[config.mk]
export PLATFORM = sky130hd
export DESIGN_NAME = ihq_ctrl
export DESIGN_NICKNAME = d
export VERILOG_FILES = /design/src/rtl/core/ihq_pkg.sv /design/src/rtl/core/ihq_ctrl.sv
export SDC_FILE = /design/constraint.sdc
export NUM_CORES = 1
export LEC_CHECK = 0
export BUFFER_PORTS_ARGS = -buffer_cell sky130_fd_sc_hd__buf_2
export CORE_AREA = 3 3 40 42
export CTS_CLUSTER_DIAMETER = 50
export DETAILED_ROUTE_END_ITERATION = 16
export DIE_AREA = 0 0 43 45
export GPL_TIMING_DRIVEN = 0
export PLACE_DENSITY = 0.78
export SETUP_SLACK_MARGIN = 0.4
export SYNTH_ARGS = -nofsm -noshare
export SYNTH_HDL_FRONTEND = slang
export SYNTH_SLANG_ARGS = --single-unit
[constraint.sdc]
create_clock -name clk -period 1.4 [get_ports clk]
set_input_delay 0.21 -clock clk [delete_from_list [all_inputs] [get_ports clk]]
set_output_delay 0.21 -clock clk [all_outputs]
set_load 0.01 [all_outputs]
[src/rtl/core/ihq_pkg.sv]
// Shared types and constants for the indexed min-heap queue.
package ihq_pkg;

  localparam int CAPACITY  = 128;
  localparam int ADDR_W    = 7;
  localparam int COUNT_W   = 8;
  localparam int KEY_W     = 7;
  localparam int KEYS      = 128;
  localparam int PRIO_W    = 32;
  localparam int CMD_W     = 3;
  localparam int STATUS_W  = 2;

  typedef enum logic [CMD_W-1:0] {
    CMD_LOAD   = 3'd0,
    CMD_BUILD  = 3'd1,
    CMD_DELETE = 3'd2,
    CMD_DECKEY = 3'd3,
    CMD_CLEAR  = 3'd4
  } cmd_t;

  typedef enum logic [STATUS_W-1:0] {
    ST_OK     = 2'd0,
    ST_EMPTY  = 2'd1,
    ST_FULL   = 2'd2,
    ST_ABSENT = 2'd3
  } status_t;

  typedef enum logic [3:0] {
    S_IDLE,
    S_DISP,
    S_BLD,
    S_BLD_LD,
    S_SD_RD,
    S_SD_CMP,
    S_SU_RD,
    S_SU_CMP,
    S_PLACE,
    S_OUT
  } state_t;

  typedef enum logic [3:0] {
    OP_NONE,
    OP_ACCEPT,
    OP_DISPATCH,
    OP_BLD_RD,
    OP_LOAD_CUR,
    OP_SD_RD,
    OP_SD_STEP,
    OP_SU_RD,
    OP_SU_STEP,
    OP_PLACE,
    OP_OUT
  } dp_op_t;

  typedef struct packed {
    logic [KEY_W-1:0]  key;
    logic [PRIO_W-1:0] prio;
  } heap_ent_t;

  typedef struct packed {
    dp_op_t op;
  } dp_ctl_t;

  typedef struct packed {
    logic [CMD_W-1:0] cmd;
    logic key_present;
    logic heap_empty;
    logic one_left;
    logic sd_leaf;
    logic sd_swap;
    logic su_top;
    logic su_swap;
    logic su_moved;
    logic bld_done;
    logic out_free;
  } dp_stat_t;

endpackage

[src/rtl/core/ihq_ctrl.sv]
// Command sequencer: dispatch, build loop, sift-up and sift-down steps.
module ihq_ctrl (
  input  logic               clk,
  input  logic               rst_n,
  input  logic               in_valid,
  output logic               in_ready,
  input  ihq_pkg::dp_stat_t  stat,
  output ihq_pkg::dp_ctl_t   ctl
);
  import ihq_pkg::*;

  state_t state_r, state_nxt;
  logic   building;

  assign building = stat.cmd == CMD_BUILD;

  always_ff @(posedge clk) begin
    if (!rst_n) begin
      state_r <= S_IDLE;
    end else begin
      state_r <= state_nxt;
    end
  end

  always_comb begin
    state_nxt = state_r;
    case (state_r)
      S_IDLE: if (in_valid) state_nxt = S_DISP;
      S_DISP: begin
        case (stat.cmd)
          CMD_BUILD:  state_nxt = S_BLD;
          CMD_DELETE: state_nxt = (stat.heap_empty || stat.one_left) ? S_OUT : S_SD_RD;
          CMD_DECKEY: state_nxt = stat.key_present ? S_SU_RD : S_OUT;
          default:    state_nxt = S_OUT;
        endcase
      end
      S_BLD:    state_nxt = stat.bld_done ? S_OUT : S_BLD_LD;
      S_BLD_LD: state_nxt = S_SD_RD;
      S_SD_RD: begin
        if (stat.sd_leaf) begin
          state_nxt = building ? S_BLD : S_OUT;
        end else begin
          state_nxt = S_SD_CMP;
        end
      end
      S_SD_CMP: begin
        if (stat.sd_swap) begin
          state_nxt = S_SD_RD;
        end else begin
          state_nxt = building ? S_BLD : S_OUT;
        end
      end
      S_SU_RD: begin
        if (stat.su_top) begin
          state_nxt = stat.su_moved ? S_PLACE : S_SD_RD;
        end else begin
          state_nxt = S_SU_CMP;
        end
      end
      S_SU_CMP: begin
        if (stat.su_swap) begin
          state_nxt = S_SU_RD;
        end else begin
          state_nxt = stat.su_moved ? S_PLACE : S_SD_RD;
        end
      end
      S_PLACE: state_nxt = S_OUT;
      S_OUT:   if (stat.out_free) state_nxt = S_IDLE;
      default: state_nxt = S_IDLE;
    endcase
  end

  always_comb begin
    ctl.op   = OP_NONE;
    in_ready = 1'b0;
    case (state_r)
      S_IDLE: begin
        in_ready = 1'b1;
        if (in_valid) ctl.op = OP_ACCEPT;
      end
      S_DISP:   ctl.op = OP_DISPATCH;
      S_BLD:    if (!stat.bld_done) ctl.op = OP_BLD_RD;
      S_BLD_LD: ctl.op = OP_LOAD_CUR;
      S_SD_RD:  ctl.op = stat.sd_leaf ? OP_PLACE : OP_SD_RD;
      S_SD_CMP: ctl.op = OP_SD_STEP;
      S_SU_RD:  if (!stat.su_top) ctl.op = OP_SU_RD;
      S_SU_CMP: ctl.op = OP_SU_STEP;
      S_PLACE:  ctl.op = OP_PLACE;
      S_OUT:    if (stat.out_free) ctl.op = OP_OUT;
      default:  ctl.op = OP_NONE;
    endcase
  end

`ifndef SYNTHESIS
  a_ready_only_idle: assert property (@(posedge clk) disable iff (!rst_n)
    in_ready |-> (state_r == S_IDLE))
    else $error("ready outside idle");

  a_accept_dispatches: assert property (@(posedge clk) disable iff (!rst_n)
    (in_valid && in_ready) |=> (state_r == S_DISP))
    else $error("accepted command not dispatched");

  a_out_returns_idle: assert property (@(posedge clk) disable iff (!rst_n)
    (ctl.op == OP_OUT) |=> (state_r == S_IDLE))
    else $error("result transfer did not end the command");
`endif

endmodule

==> run metrics <==
unrepaired setup endpoints after global routing yes; initial drt markers 33; Max Slew Vio Count 0; RR Startpoint state_r[0]$_SDFFE_PN0P_; n_diodes 0; die width 43 um; Port Buffers 20; Psw 0.655 mW; WHS Endpoint state_r[2]$_SDFFE_PN0P_; DR DRC count 0; global-route wire length before repair 3.60 mm; gr usage total 25.1%; sequential share of the synthesized area 14.5%; initial antenna violation count 0; pwr dens 1550 nW/um^2; Worst Setup End Kind output pin; Flop pwr share 10.7%; First-pass DRT Iterations 4; Worst-Margin Slew 256 ps; Synth Area per Inst 6.91 um^2; Initial Util 43.0%; PnR worst setup slack -290 ps; synth unique cells 38; deepest clock path buffer count 2; Final Net Count 139; Layout area overhead 88.9%; CP Class flip-flop to output pin; layout cells sized above 1 58.7%; io pins 21; combinational power share 80.6%; R2R setup slack -210 ps; CTS tree built; yosys warns 0; H-tree depth 1; row count 13; achievable frequency 592 MHz; Worst-path clk slew 40 ps; Syn Inst Count 80; crit-path max FO 5; Fin. Hold Viols 0; DR vias/cell 5.72; worst path cell trace buf_6 > buf_12 > nor4b_4 > a21oi_2 > nor2_2 > a31o_1 > buf_2; violated checks negative setup slack; Tot Pwr 1.62 mW; peak supply drop 0.812 mV; #FFs+latches synth 4; Placed Instance Area 746 um^2; Clock Root Buffer clkbuf_4; Hold Crit Start rst_n; via count of the first global-routing pass 757; top flop regs state_r x4; EDFF count, synth 0; Final setup viols 9; GR Overflow Total 0; WP data arrival 1480 ps; clk_lat worst skew 230 ps; internal power 0.966 mW; Clock Power Share 8.7%; Critical Path Slowest Stage Cell dfxtp_2; Routability Congestion 0.863; Mapped Nets 96; hold path depth 2; die area 1940 um^2; Via Count 778; final worst path period share 121%; Synth Flop Type dfxtp_1; Setup Slack @ Placement -78.1 ps; core area 1280 um^2; max cap viols 0; Required @ worst endpoint 1190 ps; largest net degree at the start of global routing 11; Post-synth ARST share 0%; CTS Sinks 4; Slew HR 82.4%; Num CTS Buffers 3; synthesized area 553 um^2; R2R depth 9; Post-Place Cells 115; max reg flops 4; Post-Layout Cell Count 136; DP HPWL 1.18 mm; final WL 2.25 mm; Tmin final 1690 ps; clock skew 1.66 ps; leakage dissipation 0.461 nW; hold crit path type input port to flip-flop; Worst setup SP type flip-flop; Antenna Nets Post-Route 0; Final Instance Area 1040 um^2; CP max stage delay 310 ps; Die Ht 45 um; status complete, but fails checks; Largest Register state_r; Avg WL per Cell 16.5 um; RR Endpoint state_r[2]$_SDFFE_PN0P_; Switching Share 40.4%
==> cell families after synthesis <==
group,Yosys count,share of synthesized area [%]
mux,6,11.5
simple gates,33,31.7
compound gates,27,32.8
flops,4,14.5
buf+inv,10,9.50
==> area by class of cell <==
class | count | area [um^2]
sequential | 4 | 83.8
buffer | 6 | 85.1
multi-input combinational | 66 | 536
tap | 15 | 18.8
timing repair buffer | 38 | 284
inverter | 4 | 15.0
fill | 75 | 240
clock buffer | 3 | 22.5
==> through the flow <==
| step | util (%) | hold slack (ps) | TNS [ps] |
|---|---|---|---|
| after floorplan | - | 330 | 0 |
| after global placement | 58.0 | 451 | -107 |
| after detailed placement | 58.0 | 442 | -78.1 |
| after CTS | 78.0 | 204 | -1270 |
| after global routing | 81.3 | 203 | -2090 |
| final | 81.3 | 209 | -1610 |
==> power groups by stage <==
stage	combinational [mW]	clock [mW]	sequential, mW
finish	1.31	0.140	0.173
floorplan	0.546	0	0.164
CTS	1.16	0.146	0.171
global placement	0.705	0	0.171
global route	1.39	0.157	0.176
detailed placement	0.713	0	0.169
==> synthesized netlist by cell type (all sizes together), types with 2 or more instances <==
library cell | count | area [um^2]
nor2 | 11 | 41.3
inv | 4 | 15.0
o21ai | 7 | 35.0
a21boi | 2 | 15.0
a21oi | 6 | 37.5
nor2b | 2 | 12.5
dfxtp | 4 | 80.1
a31oi | 3 | 18.8
nand2b | 5 | 31.3
buf | 5 | 33.8
mux2 | 3 | 33.8
a31o | 2 | 17.5
mux2i | 3 | 30.0
and3 | 2 | 12.5
nand2 | 4 | 15.0
==> routing by layer <==
metal  global-route usage (%)  up-vias  routed length, um
li1                         -      374                  -
met3                     7.17        7                165
met2                     41.9       45               1090
met1                     31.3      352                955
met5                        0        -                  0
met4                     7.83        0                 40
==> worst max-delay path by stage <==
stage / end / slack (ps) / from / cells past startpoint
floorplan: ctl[2] / 120 / state_r[0]$_SDFFE_PN0P_ / 6
global placement: ctl[2] / -110 / state_r[2]$_SDFFE_PN0P_ / 6
CTS: ctl[2] / -280 / state_r[0]$_SDFFE_PN0P_ / 7
global route: ctl[2] / -370 / state_r[0]$_SDFFE_PN0P_ / 7
detailed placement: ctl[2] / -80 / state_r[2]$_SDFFE_PN0P_ / 6
finish: ctl[2] / -290 / state_r[0]$_SDFFE_PN0P_ / 7
==> cells in the final DEF, fill, tap and decap left out, drive strengths merged <==
master   n
a41oi    1
a21boi   2
nor2b    2
inv      4
o31a     1
nor3b    1
nor2    11
nand3b   1
mux2i    3
o21ai    7
o211a    1
a21oi    6
or3b     1
o22ai    1
a211oi   1
clkbuf   4
a21o     1
dfxtp    4
mux2     3
and3     2
or3      1
nand2b   5
a31oi    3
nand2    4
nor4b    1
buf     43
nand3    1
nor4     1
and2b    1
nor3     1
a31o     2
a311oi   1
==> critical path: cells and delay by family (launching register included) <==
family / cells / cell delay (ps)
and+or+nand+nor: 2 / 400
buffers and inverters: 3 / 360
DFF: 1 / 310
AOI/OAI and AO/OA: 2 / 170
==> what timing repair did <==
action                                 CTS  global route
buffers inserted                        17             1
pin swaps                               11             2
setup endpoints to repair                9             9
hold buffers                             0             0
gates resized for setup                 24             6
gates cloned                             0             0
endpoints found under the hold margin    0             0
Power figures use the tool's default switching activity.
